==> config.mk <==
export PLATFORM = sky130hd
export DESIGN_NAME = adc_round_robin_scan_sequencer
export DESIGN_NICKNAME = d
export VERILOG_FILES = /design/src/design/arss_pkg.sv /design/src/design/arss_sample_mem.sv /design/src/design/arss_seq.sv /design/src/design/adc_round_robin_scan_sequencer.sv
export VERILOG_INCLUDE_DIRS = /design/src /design/src/design
export SDC_FILE = /design/constraint.sdc
export NUM_CORES = 1
export LEC_CHECK = 0
export BUFFER_PORTS_ARGS = -buffer_cell sky130_fd_sc_hd__buf_2
export CORE_MARGIN = 2
export CORE_UTILIZATION = 59
export DETAILED_ROUTE_END_ITERATION = 16
export GPL_TIMING_DRIVEN = 0
export PLACE_DENSITY = 0.79
export SLEW_MARGIN = 20
export SYNTH_ARGS = -nofsm -noshare
export SYNTH_HDL_FRONTEND = slang
export SYNTH_SLANG_ARGS = --single-unit
==> constraint.sdc <==
create_clock -name i_clk -period 5.3 [get_ports i_clk]
set_clock_uncertainty 0.05 [all_clocks]
set_input_delay 0.795 -clock i_clk [delete_from_list [all_inputs] [get_ports i_clk]]
set_output_delay 0.795 -clock i_clk [all_outputs]
set_load 0.02 [all_outputs]
==> src/design/assert_macros.svh <==
// ----------------------------------------------------------------------------
// assert_macros.svh
// Concurrent assertion helpers shared by the scan sequencer RTL.
// ----------------------------------------------------------------------------
`ifndef ASSERT_MACROS_SVH
`define ASSERT_MACROS_SVH

`ifndef SYNTHESIS
// Check prop at every rising clock edge outside reset.
`define ARSS_ASSERT(lbl, clk, rst_n, prop, msg) \
    lbl: assert property (@(posedge clk) disable iff (!rst_n) prop) else $error(msg);
// Check that expr never holds outside reset.
`define ARSS_ASSERT_NEVER(lbl, clk, rst_n, expr, msg) \
    lbl: assert property (@(posedge clk) disable iff (!rst_n) !(expr)) else $error(msg);
`else
`define ARSS_ASSERT(lbl, clk, rst_n, prop, msg)
`define ARSS_ASSERT_NEVER(lbl, clk, rst_n, expr, msg)
`endif

`endif

==> src/design/arss_pkg.sv <==
// ----------------------------------------------------------------------------
// arss_pkg
// Types and constants of the ADC round-robin scan sequencer.
// ----------------------------------------------------------------------------
package arss_pkg;

    localparam int NUM_CHANNELS_DEF = 8;
    localparam int CH_BITS          = 3;
    localparam int SAMPLE_BITS      = 24;

    // Input event codes
    typedef enum logic [2:0] {
        MODE_START = 3'd0,
        MODE_DRDY  = 3'd1,
        MODE_RX    = 3'd2,
        MODE_QUERY = 3'd3,
        MODE_APPLY = 3'd4,
        MODE_ID    = 3'd5
    } t_mode;

    // Result kinds
    typedef enum logic [1:0] {
        KIND_SPI    = 2'd0,
        KIND_SAMPLE = 2'd1,
        KIND_QUERY  = 2'd2,
        KIND_ID     = 2'd3
    } t_kind;

    // Pending read
    typedef enum logic [1:0] {
        RD_NONE = 2'd0,
        RD_DATA = 2'd1,
        RD_ID   = 2'd2
    } t_rd_kind;

    // Result run loaded by one input item
    typedef enum logic [2:0] {
        JOB_DRDY,
        JOB_APPLY,
        JOB_RDID,
        JOB_SAMPLE,
        JOB_QUERY,
        JOB_CHIPID
    } t_job;

    // Converter command and register bytes
    localparam logic [7:0] CMD_WREG_STATUS = 8'h50;
    localparam logic [7:0] CMD_WREG_MUX    = 8'h51;
    localparam logic [7:0] CMD_RREG_STATUS = 8'h10;
    localparam logic [7:0] OP_SYNC         = 8'hFC;
    localparam logic [7:0] OP_WAKEUP       = 8'h00;
    localparam logic [7:0] OP_READ_DATA    = 8'h01;
    localparam logic [7:0] BYTE_ZERO       = 8'h00;
    localparam logic [7:0] BYTE_DUMMY      = 8'hFF;
    localparam logic [7:0] WREG_COUNT4     = 8'h03;
    localparam logic [7:0] STATUS_CFG      = 8'h04;
    localparam logic [7:0] MUX_CFG         = 8'h08;
    localparam logic [3:0] MUX_NEG_COMMON  = 4'h8;

    localparam logic [7:0] DRATE_RESET     = 8'd240;

    // Last result index of each run
    localparam logic [3:0] LAST_DRDY  = 4'd8;
    localparam logic [3:0] LAST_APPLY = 4'd5;
    localparam logic [3:0] LAST_RDID  = 4'd2;

    typedef struct packed {
        t_kind                   kind;
        logic [7:0]              tx_byte;
        logic                    expects_reply;
        logic                    frame_end;
        logic [SAMPLE_BITS-1:0]  sample_value;
        logic [CH_BITS-1:0]      sample_channel;
        logic [3:0]              chip_id;
        logic                    last;
    } t_result;

    typedef struct packed {
        logic                    clr;
        logic                    we;
        logic [CH_BITS-1:0]      wr_addr;
        logic [SAMPLE_BITS-1:0]  wr_data;
        logic                    re;
        logic [CH_BITS-1:0]      rd_addr;
    } t_mem_req;

    typedef struct packed {
        logic [2:0] pga_gain_code;
        logic [7:0] data_rate_code;
    } t_cfg;

endpackage

==> src/design/arss_sample_mem.sv <==
// ----------------------------------------------------------------------------
// arss_sample_mem
// Sample table: one write port, one registered read port, per-entry valid.
// ----------------------------------------------------------------------------
module arss_sample_mem #(
    parameter int NUM_CHANNELS = arss_pkg::NUM_CHANNELS_DEF
) (
    input  logic                                i_clk,
    input  logic                                i_rst_n,
    input  arss_pkg::t_mem_req                  i_req,
    output logic [arss_pkg::SAMPLE_BITS-1:0]    o_rd_data
);

    localparam int CH_W = $clog2(NUM_CHANNELS);

    logic [arss_pkg::SAMPLE_BITS-1:0] mem [NUM_CHANNELS];
    logic [NUM_CHANNELS-1:0]          r_valid;
    logic [arss_pkg::SAMPLE_BITS-1:0] r_rd_data;
    logic                             r_rd_valid;

    always_ff @(posedge i_clk) begin
        if (i_req.we) begin
            mem[i_req.wr_addr[CH_W-1:0]] <= i_req.wr_data;
        end
        if (i_req.re) begin
            r_rd_data <= mem[i_req.rd_addr[CH_W-1:0]];
        end
    end

    // Entries not written since reset or start-scan read as zero
    always_ff @(posedge i_clk) begin
        if (!i_rst_n) begin
            r_valid    <= '0;
            r_rd_valid <= 1'b0;
        end else begin
            if (i_req.clr) begin
                r_valid <= '0;
            end else if (i_req.we) begin
                r_valid[i_req.wr_addr[CH_W-1:0]] <= 1'b1;
            end
            if (i_req.re) begin
                r_rd_valid <= r_valid[i_req.rd_addr[CH_W-1:0]];
            end
        end
    end

    assign o_rd_data = r_rd_valid ? r_rd_data : '0;

endmodule

==> src/design/arss_seq.sv <==
// ----------------------------------------------------------------------------
// arss_seq
// Event decode, scan/read state update and result run generation.
// ----------------------------------------------------------------------------
`include "assert_macros.svh"

module arss_seq #(
    parameter int NUM_CHANNELS = arss_pkg::NUM_CHANNELS_DEF
) (
    input  logic                                i_clk,
    input  logic                                i_rst_n,
    input  logic                                i_in_valid,
    output logic                                o_in_ready,
    input  logic [2:0]                          i_mode,
    input  logic [7:0]                          i_rx_byte,
    input  logic [3:0]                          i_query_channel,
    input  arss_pkg::t_cfg                      i_cfg,
    output arss_pkg::t_mem_req                  o_mem_req,
    input  logic [arss_pkg::SAMPLE_BITS-1:0]    i_mem_rd_data,
    output logic                                o_res_valid,
    input  logic                                i_res_ready,
    output arss_pkg::t_result                   o_res
);

    localparam logic [arss_pkg::CH_BITS-1:0] LAST_CH = arss_pkg::CH_BITS'(NUM_CHANNELS - 1);
    localparam logic [3:0]                   NUM_Q   = 4'(NUM_CHANNELS);

    // Scan and read state
    logic [arss_pkg::CH_BITS-1:0] r_cur_ch,  n_cur_ch;
    logic [1:0]                   r_phase,   n_phase;
    arss_pkg::t_rd_kind           r_pend,    n_pend;
    logic [15:0]                  r_partial, n_partial;

    // Result run in progress
    logic                             r_job_valid, n_job_valid;
    arss_pkg::t_job                   r_job,       n_job;
    logic [3:0]                       r_idx,       n_idx;
    logic [arss_pkg::CH_BITS-1:0]     r_chan,      n_chan;
    logic [arss_pkg::SAMPLE_BITS-1:0] r_word,      n_word;
    logic                             r_qok,       n_qok;

    logic                             acc;
    logic                             load;
    logic                             job_last;
    logic [3:0]                       last_idx;
    logic [arss_pkg::CH_BITS-1:0]     prev_ch;
    logic [arss_pkg::SAMPLE_BITS-1:0] word;

    always_comb begin
        unique case (r_job)
            arss_pkg::JOB_DRDY:  last_idx = arss_pkg::LAST_DRDY;
            arss_pkg::JOB_APPLY: last_idx = arss_pkg::LAST_APPLY;
            arss_pkg::JOB_RDID:  last_idx = arss_pkg::LAST_RDID;
            default:             last_idx = 4'd0;
        endcase
    end

    assign job_last   = (r_idx == last_idx);
    assign o_in_ready = !r_job_valid || (i_res_ready && job_last);
    assign acc        = i_in_valid && o_in_ready;
    assign prev_ch    = (r_cur_ch == '0) ? LAST_CH : r_cur_ch - 1'b1;
    assign word       = {r_partial, i_rx_byte};

    // Decode the accepted event
    always_comb begin
        n_cur_ch  = r_cur_ch;
        n_phase   = r_phase;
        n_pend    = r_pend;
        n_partial = r_partial;
        n_job     = r_job;
        n_chan    = r_chan;
        n_word    = r_word;
        n_qok     = r_qok;
        load      = 1'b0;
        o_mem_req = '0;
        if (acc) begin
            unique case (i_mode)
                arss_pkg::MODE_START: begin
                    o_mem_req.clr = 1'b1;
                    n_cur_ch      = '0;
                    n_phase       = '0;
                    n_pend        = arss_pkg::RD_NONE;
                    n_partial     = '0;
                end
                arss_pkg::MODE_DRDY: begin
                    n_phase   = 2'd1;
                    n_pend    = arss_pkg::RD_DATA;
                    n_partial = '0;
                    load      = 1'b1;
                    n_job     = arss_pkg::JOB_DRDY;
                    n_chan    = r_cur_ch;
                end
                arss_pkg::MODE_RX: begin
                    if (r_phase == '0 || r_pend == arss_pkg::RD_NONE) begin
                        n_phase   = '0;
                        n_pend    = arss_pkg::RD_NONE;
                        n_partial = '0;
                    end else if (r_pend == arss_pkg::RD_ID) begin
                        n_phase   = '0;
                        n_pend    = arss_pkg::RD_NONE;
                        n_partial = '0;
                        load      = 1'b1;
                        n_job     = arss_pkg::JOB_CHIPID;
                        n_word    = {20'd0, i_rx_byte[7:4]};
                    end else if (r_phase != 2'd3) begin
                        n_partial = {r_partial[7:0], i_rx_byte};
                        n_phase   = r_phase + 2'd1;
                    end else begin
                        // Word belongs to the channel selected one event earlier
                        o_mem_req.we      = 1'b1;
                        o_mem_req.wr_addr = prev_ch;
                        o_mem_req.wr_data = word;
                        n_cur_ch  = (r_cur_ch == LAST_CH) ? '0 : r_cur_ch + 1'b1;
                        n_phase   = '0;
                        n_pend    = arss_pkg::RD_NONE;
                        n_partial = '0;
                        load      = 1'b1;
                        n_job     = arss_pkg::JOB_SAMPLE;
                        n_chan    = prev_ch;
                        n_word    = word;
                    end
                end
                arss_pkg::MODE_QUERY: begin
                    load  = 1'b1;
                    n_job = arss_pkg::JOB_QUERY;
                    n_qok = (i_query_channel < NUM_Q);
                    n_chan = n_qok ? i_query_channel[arss_pkg::CH_BITS-1:0] : '0;
                    o_mem_req.re      = n_qok;
                    o_mem_req.rd_addr = i_query_channel[arss_pkg::CH_BITS-1:0];
                end
                arss_pkg::MODE_APPLY: begin
                    n_phase   = '0;
                    n_pend    = arss_pkg::RD_NONE;
                    n_partial = '0;
                    load      = 1'b1;
                    n_job     = arss_pkg::JOB_APPLY;
                end
                arss_pkg::MODE_ID: begin
                    n_phase   = 2'd1;
                    n_pend    = arss_pkg::RD_ID;
                    n_partial = '0;
                    load      = 1'b1;
                    n_job     = arss_pkg::JOB_RDID;
                end
                default: begin
                end
            endcase
        end
    end

    // Advance the run; a new one loads as the last result of the old one leaves
    always_comb begin
        n_job_valid = r_job_valid;
        n_idx       = r_idx;
        if (r_job_valid && i_res_ready) begin
            if (job_last) begin
                n_job_valid = 1'b0;
            end else begin
                n_idx = r_idx + 4'd1;
            end
        end
        if (load) begin
            n_job_valid = 1'b1;
            n_idx       = '0;
        end
    end

    always_ff @(posedge i_clk) begin
        if (!i_rst_n) begin
            r_cur_ch    <= '0;
            r_phase     <= '0;
            r_pend      <= arss_pkg::RD_NONE;
            r_partial   <= '0;
            r_job_valid <= 1'b0;
            r_idx       <= '0;
            r_job       <= arss_pkg::JOB_DRDY;
        end else begin
            r_cur_ch    <= n_cur_ch;
            r_phase     <= n_phase;
            r_pend      <= n_pend;
            r_partial   <= n_partial;
            r_job_valid <= n_job_valid;
            r_idx       <= n_idx;
            r_job       <= n_job;
        end
    end

    always_ff @(posedge i_clk) begin
        r_chan <= n_chan;
        r_word <= n_word;
        r_qok  <= n_qok;
    end

    // Result of the current run position
    always_comb begin
        o_res      = '0;
        o_res.last = job_last;
        unique case (r_job)
            arss_pkg::JOB_DRDY: begin
                o_res.kind = arss_pkg::KIND_SPI;
                unique case (r_idx)
                    4'd0: o_res.tx_byte = arss_pkg::CMD_WREG_MUX;
                    4'd1: o_res.tx_byte = arss_pkg::BYTE_ZERO;
                    4'd2: begin
                        o_res.tx_byte   = {1'b0, r_chan, arss_pkg::MUX_NEG_COMMON};
                        o_res.frame_end = 1'b1;
                    end
                    4'd3: begin
                        o_res.tx_byte   = arss_pkg::OP_SYNC;
                        o_res.frame_end = 1'b1;
                    end
                    4'd4: begin
                        o_res.tx_byte   = arss_pkg::OP_WAKEUP;
                        o_res.frame_end = 1'b1;
                    end
                    4'd5: o_res.tx_byte = arss_pkg::OP_READ_DATA;
                    default: begin
                        o_res.tx_byte       = arss_pkg::BYTE_DUMMY;
                        o_res.expects_reply = 1'b1;
                        o_res.frame_end     = job_last;
                    end
                endcase
            end
            arss_pkg::JOB_APPLY: begin
                o_res.kind = arss_pkg::KIND_SPI;
                unique case (r_idx)
                    4'd0: o_res.tx_byte = arss_pkg::CMD_WREG_STATUS;
                    4'd1: o_res.tx_byte = arss_pkg::WREG_COUNT4;
                    4'd2: o_res.tx_byte = arss_pkg::STATUS_CFG;
                    4'd3: o_res.tx_byte = arss_pkg::MUX_CFG;
                    4'd4: o_res.tx_byte = {5'd0, i_cfg.pga_gain_code};
                    default: begin
                        o_res.tx_byte   = i_cfg.data_rate_code;
                        o_res.frame_end = 1'b1;
                    end
                endcase
            end
            arss_pkg::JOB_RDID: begin
                o_res.kind = arss_pkg::KIND_SPI;
                unique case (r_idx)
                    4'd0: o_res.tx_byte = arss_pkg::CMD_RREG_STATUS;
                    4'd1: o_res.tx_byte = arss_pkg::BYTE_ZERO;
                    default: begin
                        o_res.tx_byte       = arss_pkg::BYTE_DUMMY;
                        o_res.expects_reply = 1'b1;
                        o_res.frame_end     = 1'b1;
                    end
                endcase
            end
            arss_pkg::JOB_SAMPLE: begin
                o_res.kind           = arss_pkg::KIND_SAMPLE;
                o_res.sample_value   = r_word;
                o_res.sample_channel = r_chan;
            end
            arss_pkg::JOB_QUERY: begin
                o_res.kind           = arss_pkg::KIND_QUERY;
                o_res.sample_value   = r_qok ? i_mem_rd_data : '0;
                o_res.sample_channel = r_chan;
            end
            default: begin
                o_res.kind    = arss_pkg::KIND_ID;
                o_res.chip_id = r_word[3:0];
            end
        endcase
    end

    assign o_res_valid = r_job_valid;

    `ARSS_ASSERT(a_phase_matches_pend, i_clk, i_rst_n, ((r_phase == 2'd0) == (r_pend == arss_pkg::RD_NONE)), "read phase and pending kind disagree")
    `ARSS_ASSERT(a_id_single_slot, i_clk, i_rst_n, (r_pend == arss_pkg::RD_ID) |-> (r_phase == 2'd1), "status read past its only slot")
    `ARSS_ASSERT(a_idx_in_run, i_clk, i_rst_n, r_job_valid |-> (r_idx <= last_idx), "result index beyond end of run")

endmodule

==> src/design/adc_round_robin_scan_sequencer.sv <==
// ----------------------------------------------------------------------------
// adc_round_robin_scan_sequencer
// Byte-level command sequencer for a multi-channel SPI delta-sigma converter.
// ----------------------------------------------------------------------------
// Input stream (s_axis): one event per transfer; tuser carries the event code
// (start scan, data ready, received byte, query, apply settings, read id),
// tdata the received byte and the query channel.
// Output stream (m_axis): result transfers. tuser gives the kind (serial byte,
// sample stored, query answer, chip id), tlast marks the final result of one
// event. A data-ready event gives nine serial bytes, apply-settings six,
// read-id three; a completed 24-bit reply, a status reply and a query give
// one result each; start scan and partial reply bytes give none.
// The first result of an event is registered in the sequencer run state and
// then in the output register. Results go out at one per cycle while the
// skid entry is free; the next event is taken in the cycle that the last
// result of the current one is emitted. Queries read the sample memory
// through its registered read port. Reset clears the channel pointer, the
// pending read and all table valid bits at once; no clearing pass is needed.
// On a receiver stall the output register and a one-entry skid buffer hold
// results, and s_axis_tready drops once the skid buffer is in use while a
// run is pending. Registers (APB): 0x0 gain code, 0x4 data rate.
// ----------------------------------------------------------------------------
`include "assert_macros.svh"

module adc_round_robin_scan_sequencer #(
    parameter int NUM_CHANNELS = arss_pkg::NUM_CHANNELS_DEF
) (
    input  logic        i_clk,
    input  logic        i_rst_n,
    // APB configuration
    input  logic        psel,
    input  logic        penable,
    input  logic        pwrite,
    input  logic [2:0]  paddr,
    input  logic [31:0] pwdata,
    output logic [31:0] prdata,
    output logic        pready,
    // Event input
    input  logic        s_axis_tvalid,
    output logic        s_axis_tready,
    input  logic [15:0] s_axis_tdata,   // [7:0] rx_byte, [11:8] query_channel, zero pad
    input  logic [2:0]  s_axis_tuser,   // [2:0] mode
    // Result output
    output logic        m_axis_tvalid,
    input  logic        m_axis_tready,
    output logic [47:0] m_axis_tdata,   // [7:0] tx_byte, [8] expects_reply,
                                        // [9] frame_end, [33:10] sample_value,
                                        // [36:34] sample_channel, [40:37] chip_id
    output logic [1:0]  m_axis_tuser,   // [1:0] kind
    output logic        m_axis_tlast
);

    // Configuration registers
    logic [2:0] r_gain;
    logic [7:0] r_drate;
    logic       cfg_wr;

    assign pready = 1'b1;
    assign cfg_wr = psel && penable && pwrite;

    always_ff @(posedge i_clk) begin
        if (!i_rst_n) begin
            r_gain  <= '0;
            r_drate <= arss_pkg::DRATE_RESET;
        end else if (cfg_wr) begin
            // Register index sits in address bit 2
            if (paddr[2]) begin
                r_drate <= pwdata[7:0];
            end else begin
                r_gain <= pwdata[2:0];
            end
        end
    end

    assign prdata = paddr[2] ? {24'd0, r_drate} : {29'd0, r_gain};

    arss_pkg::t_cfg cfg;
    assign cfg.pga_gain_code  = r_gain;
    assign cfg.data_rate_code = r_drate;

    // Sequencer and sample memory
    arss_pkg::t_mem_req               mem_req;
    logic [arss_pkg::SAMPLE_BITS-1:0] mem_rd_data;
    logic                             res_valid;
    logic                             res_ready;
    arss_pkg::t_result                res;

    arss_sample_mem #(
        .NUM_CHANNELS (NUM_CHANNELS)
    ) u_mem (
        .i_clk     (i_clk),
        .i_rst_n   (i_rst_n),
        .i_req     (mem_req),
        .o_rd_data (mem_rd_data)
    );

    arss_seq #(
        .NUM_CHANNELS (NUM_CHANNELS)
    ) u_seq (
        .i_clk           (i_clk),
        .i_rst_n         (i_rst_n),
        .i_in_valid      (s_axis_tvalid),
        .o_in_ready      (s_axis_tready),
        .i_mode          (s_axis_tuser),
        .i_rx_byte       (s_axis_tdata[7:0]),
        .i_query_channel (s_axis_tdata[11:8]),
        .i_cfg           (cfg),
        .o_mem_req       (mem_req),
        .i_mem_rd_data   (mem_rd_data),
        .o_res_valid     (res_valid),
        .i_res_ready     (res_ready),
        .o_res           (res)
    );

    // Output register plus skid entry; the sequencer emits only while the
    // skid entry is free, so no path runs from m_axis_tready to s_axis_tready.
    logic              r_out_valid;
    logic              r_skid_valid;
    arss_pkg::t_result r_out;
    arss_pkg::t_result r_skid;
    logic              take;
    logic              emit;

    assign res_ready = !r_skid_valid;
    assign emit      = res_valid && res_ready;
    assign take      = r_out_valid && m_axis_tready;

    always_ff @(posedge i_clk) begin
        if (!i_rst_n) begin
            r_out_valid  <= 1'b0;
            r_skid_valid <= 1'b0;
        end else if (r_skid_valid) begin
            if (take) begin
                r_skid_valid <= 1'b0;
            end
        end else if (emit) begin
            if (r_out_valid && !take) begin
                r_skid_valid <= 1'b1;
            end else begin
                r_out_valid <= 1'b1;
            end
        end else if (take) begin
            r_out_valid <= 1'b0;
        end
    end

    always_ff @(posedge i_clk) begin
        if (r_skid_valid) begin
            if (take) begin
                r_out <= r_skid;
            end
        end else if (emit) begin
            if (r_out_valid && !take) begin
                r_skid <= res;
            end else begin
                r_out <= res;
            end
        end
    end

    assign m_axis_tvalid = r_out_valid;
    assign m_axis_tuser  = r_out.kind;
    assign m_axis_tlast  = r_out.last;
    assign m_axis_tdata  = {7'd0, r_out.chip_id, r_out.sample_channel, r_out.sample_value,
                            r_out.frame_end, r_out.expects_reply, r_out.tx_byte};

    `ARSS_ASSERT(a_skid_behind_out, i_clk, i_rst_n, r_skid_valid |-> r_out_valid, "skid entry full while output register empty")
    `ARSS_ASSERT(a_skid_fill_on_stall, i_clk, i_rst_n, $rose(r_skid_valid) |-> $past(r_out_valid && !m_axis_tready), "skid entry filled without a stall")
    `ARSS_ASSERT(a_drate_write, i_clk, i_rst_n, (cfg_wr && paddr[2]) |=> (r_drate == $past(pwdata[7:0])), "data rate register write lost")

endmodule
**Yosys cells after proc, flatten, opt, wreduce, memory -nomap -nowiden**

Memories as Yosys holds them, arrays and structs flattened. A register that Yosys moved wholly into a read port is not among the register bits.
Cells that the tools add are included.

- Register bits after elaboration: 169
- Bits in writable memories: 192
- Input bits: 61
- Output and inout port bits: 86
- Logic and storage cells: 211
- Memories kept: 1

Memories:

| memory | depth | bits a word | rd ports | clocked after Yosys merged registers in | wr ports | RTL line | source |
|---|---|---|---|---|---|---|---|
| u_mem.mem | 8 | 24 | 1 | 1 | 1 | arss_sample_mem.sv:16 | `logic [arss_pkg::SAMPLE_BITS-1:0] mem [NUM_CHANNELS];` |

- Add/subtract/negate cells: 4
- Magnitude comparators: 4
- Equality and inequality tests: 27
- Mux-type cells: 78
- Bitwise operators: 6
- Reduce and logical (&&, ||, !) cells: 58

Operators by type and width:

| kind | count |
|---|---|
| two-way mux 44 bit | 4 |
| two-way mux 28 bit | 4 |
| case mux 8 bit (5 select lines) | 2 |
| two-way mux 24 bit | 3 |
| case mux 27 bit (2 select lines) | 1 |
| two-way mux 16 bit | 3 |
| two-way mux 3 bit | 12 |
| two-way mux 33 bit | 1 |
| case mux 16 bit (2 select lines) | 1 |
| case mux 8 bit (3 select lines) | 1 |
| two-way mux 1 bit | 21 |
| case mux 8 bit (2 select lines) | 1 |
| case mux 3 bit (5 select lines) | 1 |
| two-way mux 2 bit | 7 |
| AND reduction 2 bit | 7 |
| equality test 3 x 2 -> 1 bit (second input constant) | 4 |
| equality test 3 bit (second input constant) | 4 |
| two-way mux 4 bit | 3 |
| != test 2 bit (second input constant) | 6 |
| case mux 2 bit (3 select lines) | 2 |
| case mux 4 bit (3 select lines) | 1 |
| AND reduction 3 bit | 4 |
| nonzero test 2 bit | 6 |
| OR reduction 2 bit | 6 |
| other kinds (41) | 72 |

**Depth between registers and ports, before layout**

- Depth after elaboration: 12
- Gate-level depth with buffers: 9
- Gate-level depth less buffers: 8

**By module**

From an unflattened synthesis, not the netlist that was laid out.

- Cell total of the unflattened synthesis: 1039
- Area, all modules: 16490.8 um2

Modules (own cells, without submodules):

| module | times used | cells each | area an instance (um2) | seq. area each (um2) |
|---|---|---|---|---|
| arss_sample_mem | 1 | 370 | 8658.3 | 6666.4 |
| adc_round_robin_scan_sequencer | 1 | 237 | 4082.7 | 2902.8 |
| arss_seq | 1 | 432 | 3749.8 | 1461.4 |

**Worst setup path after synthesis**

No wires, ideal clock.

- Path type: reg-to-reg
- Start: register r_skid_valid
- End: register r_out, in the netlist m_axis_tdata[0] (enable)
- Library setup time: 0.460 ns
- Data arrival time: 3.415 ns
- Data required time: 4.790 ns
- Path slack: 1.375 ns
- Stages on the path, launching flop included: 6
- Path buffers: 3
- Period minus slack after synthesis: 3.925 ns
- Path through: dfxtp_1 > clkbuf_1 > clkbuf_1 > clkbuf_1 > a21oi_1 > a21oi_1

- Cells in the longest elaborated chain, start to end: 4

RTL lines:

| what | RTL line | source |
|---|---|---|
| start: declaration | adc_round_robin_scan_sequencer.sv:118 | `logic r_skid_valid;` |
| start signal: assignment | adc_round_robin_scan_sequencer.sv:131 | `r_skid_valid <= 1'b0;` |
| start signal: assignment | adc_round_robin_scan_sequencer.sv:134 | `r_skid_valid <= 1'b0;` |
| start signal: assignment | adc_round_robin_scan_sequencer.sv:138 | `r_skid_valid <= 1'b1;` |
| zero test 1 bit | adc_round_robin_scan_sequencer.sv:124 | `assign res_ready = !r_skid_valid;` |
| logical AND 1 bit | adc_round_robin_scan_sequencer.sv:125 | `assign emit = res_valid && res_ready;` |
| nonzero test 2 bit (no source line) | - |  |
| AND reduction 3 bit (no source line) (*) | - |  |
| end signal: assignment | adc_round_robin_scan_sequencer.sv:150 | `r_out <= r_skid;` |
| end signal: assignment | adc_round_robin_scan_sequencer.sv:156 | `r_out <= res;` |
| end: declaration | adc_round_robin_scan_sequencer.sv:119 | `arss_pkg::t_result r_out;` |

Mark *: on every way between the ends. The rest lies on a longest branch, timed or not.
A chain may end at the register's enable or synchronous reset.

**Worst setup path after layout**

- Start: register u_seq.r_idx[3]
- End: output s_axis_tready

- Cells in the longest elaborated chain, start to end: 3

RTL lines:

| what | RTL line | source |
|---|---|---|
| start: declaration | arss_seq.sv:37 | `logic [3:0] r_idx, n_idx;` |
| start signal: assignment | arss_seq.sv:183 | `r_idx <= n_idx;` |
| equality test 4 bit | arss_seq.sv:58 | `assign job_last = (r_idx == last_idx);` |
| logical AND 1 bit | arss_seq.sv:59 | `assign o_in_ready = !r_job_valid \|\| (i_res_ready && job_last);` |
| logical OR 1 bit | arss_seq.sv:59 |  |
| end: declaration | adc_round_robin_scan_sequencer.sv:40 | `output logic s_axis_tready,` |

Every way passes these cells.

==> results.cfg <==
[clock_network]
cts_root_buf = clkbuf_16
clock_sinks = 385
cts_made_buffers = 37
ctsHoldBuffers = 0
cts_tree = yes
cts_resized = 0
cts_max_path_buffers = 3
clk_latency_ns = 0.52
post_cts_buffers = 0
cts.clk_slew.worst_paths_ns = 0.06
htreeDepth = 2

[sta]
relSlewSlack_pct = 47.74
worst_slack_ns = 2.128
worst_pin_slew_ns = 0.7839
finalSetupViolations = 0
maxSlewViolCount = 0
holdWs_ns = 0.4160
min_period_over_period_pct = 59.85
hold_violations = 0
fmax_mhz = 315.2
rsz0062_at_grt = no
fin_crit_ns = 3.172

[logic_synthesis]
syn_inst = 1147
synth_edf_count = 332
synth.avg_cell_area_um2 = 14.04
synth_flop_cell = edfxtp_1
synthesis.area_mm2 = 0.01611
synth.distinct_cells = 70
async_flop_share_pct = 0
ys_warn_count = 0
synth_seq_area_share_pct = 68.47
synth_seq_cells = 385

[critical_path]
r2r_cells = 6
start_kind = register
cp_data_required_time_ns = 4.45
cp_slowest_stage_delay_ns = 0.38
worst-path-buf-inv = 2
path_common_cell = buf_2
cp_top_family = compound AO/OA/AOI/OAI gates
crit_chain = buf_2, nor3b_1, o41a_4, nand2_4, o21ai_0, buf_2
critPathArrivalTime_ns = 2.33
path_depth = 6
critPathKind = register to output port
critPathMaxFanout = 10
cp-end-kind = output port
cp_slowest_cell = o21ai_0

[floorplan]
fp-row-count = 60
start_util_pct = 59.94
num_io_pins = 147
die-width_um = 169.2
die_area_mm2 = 0.02864
die_y_um = 169.2
core_mm2 = 0.02688

[global_routing]
grt_pass1_vias = 9995
track_usage_pct = 25.43
grt_overflow_total = 0
antenna_found_initial = 1
grt_pass1_wl_um = 55590
grt_max_degree = 28

[hold_path]
hold_path_class = register to register
whs_path_depth = 1

[cells_and_area]
area_growth_pct = 15.32
final_util_pct = 69.12
drive_gt1_share_pct = 22.65
finalInstanceArea_mm2 = 0.01858
fin_nets = 1387

[detailed_routing]
dr.pass1.iters = 5
final_antenna_net_count = 0
drt_iter0_drc = 918
drc = 0
wl_per_cell_um = 21.40
drt_wl_total_um = 36040
vias_per_cell = 5.967
num_vias = 10049

[placed_design]
dp.final_hpwl_um = 24570
dp_slack_ns = 1.951
numPortBuffers = 82
placedInstanceArea_mm2 = 0.01738
place.gp.congestion = 0.8728

[run]
maxCapViolations = 0

[pwr]
static-leakage-power_uw = 0.006578
pwr_density_cell_mw_per_mm2 = 339.4
vdd_ir_drop_max_v = 0.0002666

[run_status]
status = complete, no violations
-- layer usage --
layer / global-route usage, % / share of wire [%] / vias up
met5: 0 / 0 / -
met4: 10.48 / 3.7 / 0
met3: 5.504 / 8.6 / 94
met2: 41.15 / 47 / 487
met1: 33.76 / 41 / 4868
li1: - / - / 4600
-- state kept, by name, indices dropped and copies added, names as in the netlist, 4 cells and up --
register and count:
r_drate 8, u_seq.r_partial 16, u_seq.r_idx 4, m_axis_tdata 41
u_mem.r_valid 8, r_skid 44, u_mem.r_rd_data 24, u_seq.r_word 24
u_mem.mem 192
-- worst register-to-register path: cells and delay by family (launching register included) --
| family | cells | cell delay, ns |
|---|---|---|
| DFF | 1 | 0.31 |
| AOI/OAI and AO/OA | 2 | 0.77 |
| buffers and inverters | 4 | 1.52 |
-- kinds of logic after synthesis --
| logic type | after synthesis | synth area share [%] |
|---|---|---|
| adder cells (fa/ha/maj) | 10 | 0.7767 |
| flip-flops | 385 | 68.47 |
| AO/OA/AOI/OAI | 228 | 9.934 |
| multiplexers | 107 | 7.386 |
| XOR/XNOR | 4 | 0.2175 |
| other | 2 | 0.04662 |
| AND/OR/NAND/NOR | 299 | 9.530 |
| buffers and inverters | 112 | 3.635 |
-- final timing paths --
check | from | endpoint | slack, ns
worst min register to register | u_mem.r_valid[2]$_SDFFE_PP0P_ | u_mem.r_valid[2]$_SDFFE_PP0P_ | 0.42
worst min-delay path | u_mem.r_valid[2]$_SDFFE_PP0P_ | u_mem.r_valid[2]$_SDFFE_PP0P_ | 0.42
worst max register to register | r_skid_valid$_SDFF_PN0_ | m_axis_tdata[19]$_DFFE_PP_ | 2.35
worst max-delay path | u_seq.r_idx[3]$_SDFFE_PP0P_ | s_axis_tready | 2.13
-- through the flow --
| stage | setup TNS [ns] | instances | total power (uW) |
|---|---|---|---|
| after floorplan | 0 | 1177 | 3639 |
| after global placement | -31.17 | 1600 | 3743 |
| after detailed placement | 0 | 1618 | 3756 |
| after CTS | 0 | 1683 | 6320 |
| after global routing | 0 | 1683 | 6465 |
| final | 0 | 1684 | 6305 |
-- placed cells by master (no fill, tap or decap), drive strengths merged, types with 4 or more instances in the layout --
cell type | Yosys | routed
or3 | 4 | 4
a211oi | 18 | 18
nor3 | 11 | 11
and3 | 9 | 9
a22o | 24 | 24
nor2 | 46 | 46
nand2 | 97 | 97
o211ai | 14 | 14
conb | 2 | 32
a31oi | 5 | 5
ha | 10 | 10
o21a | 8 | 8
xnor2 | 4 | 4
inv | 17 | 18
mux2i | 42 | 42
clkinv | 0 | 13
dfxtp | 53 | 53
o21bai | 4 | 4
a221oi | 11 | 11
o21ai | 49 | 49
mux2 | 62 | 62
a21oi | 44 | 44
a21boi | 10 | 10
nand2b | 6 | 6
or2 | 4 | 4
bufinv | 0 | 4
buf | 54 | 154
a22oi | 18 | 18
nand4 | 4 | 4
edfxtp | 332 | 332
clkbuf | 41 | 88
nor3b | 4 | 4
nor2b | 22 | 22
nand3 | 31 | 31
and2 | 53 | 53
-- synth_stat cells (all sizes together), types with 10 or more instances --
cell / n / area [um^2]
o21ai: 49 / 245.2
o211ai: 14 / 105.1
mux2i: 42 / 420.4
a221oi: 11 / 96.34
clkbuf: 41 / 156.4
dfxtp: 53 / 1061
nand2: 97 / 381.6
and2: 53 / 331.6
a211oi: 18 / 140.1
nor2: 46 / 175.2
a21boi: 10 / 75.07
a22o: 24 / 210.2
a21oi: 44 / 220.2
nor2b: 22 / 145.1
edfxtp: 332 / 9970
nor3: 11 / 55.05
inv: 17 / 63.81
buf: 54 / 365.4
a22oi: 18 / 135.1
nand3: 31 / 155.2
mux2: 62 / 701.9
ha: 10 / 125.1
-- report_power, final --
| part | internal, uW | switching (uW) |
|---|---|---|
| Sequential | 3300 | 14.8 |
| Clock | 1540 | 1070 |
| Combinational | 136 | 248 |
| Total | 4970 | 1340 |
-- area by class of cell --
type	instances	area, um^2
clock inverters	18	183.9
well taps	341	426.7
fillers	1798	8298
clock buffers	47	1006
inverters	17	63.81
multi-input cells	680	4677
repair buffers	100	665.6
flip-flops and latches	385	11030
diodes	1	2.502
plain buffers	95	521.8
Note: power is estimated with default switching activity, not from simulation.
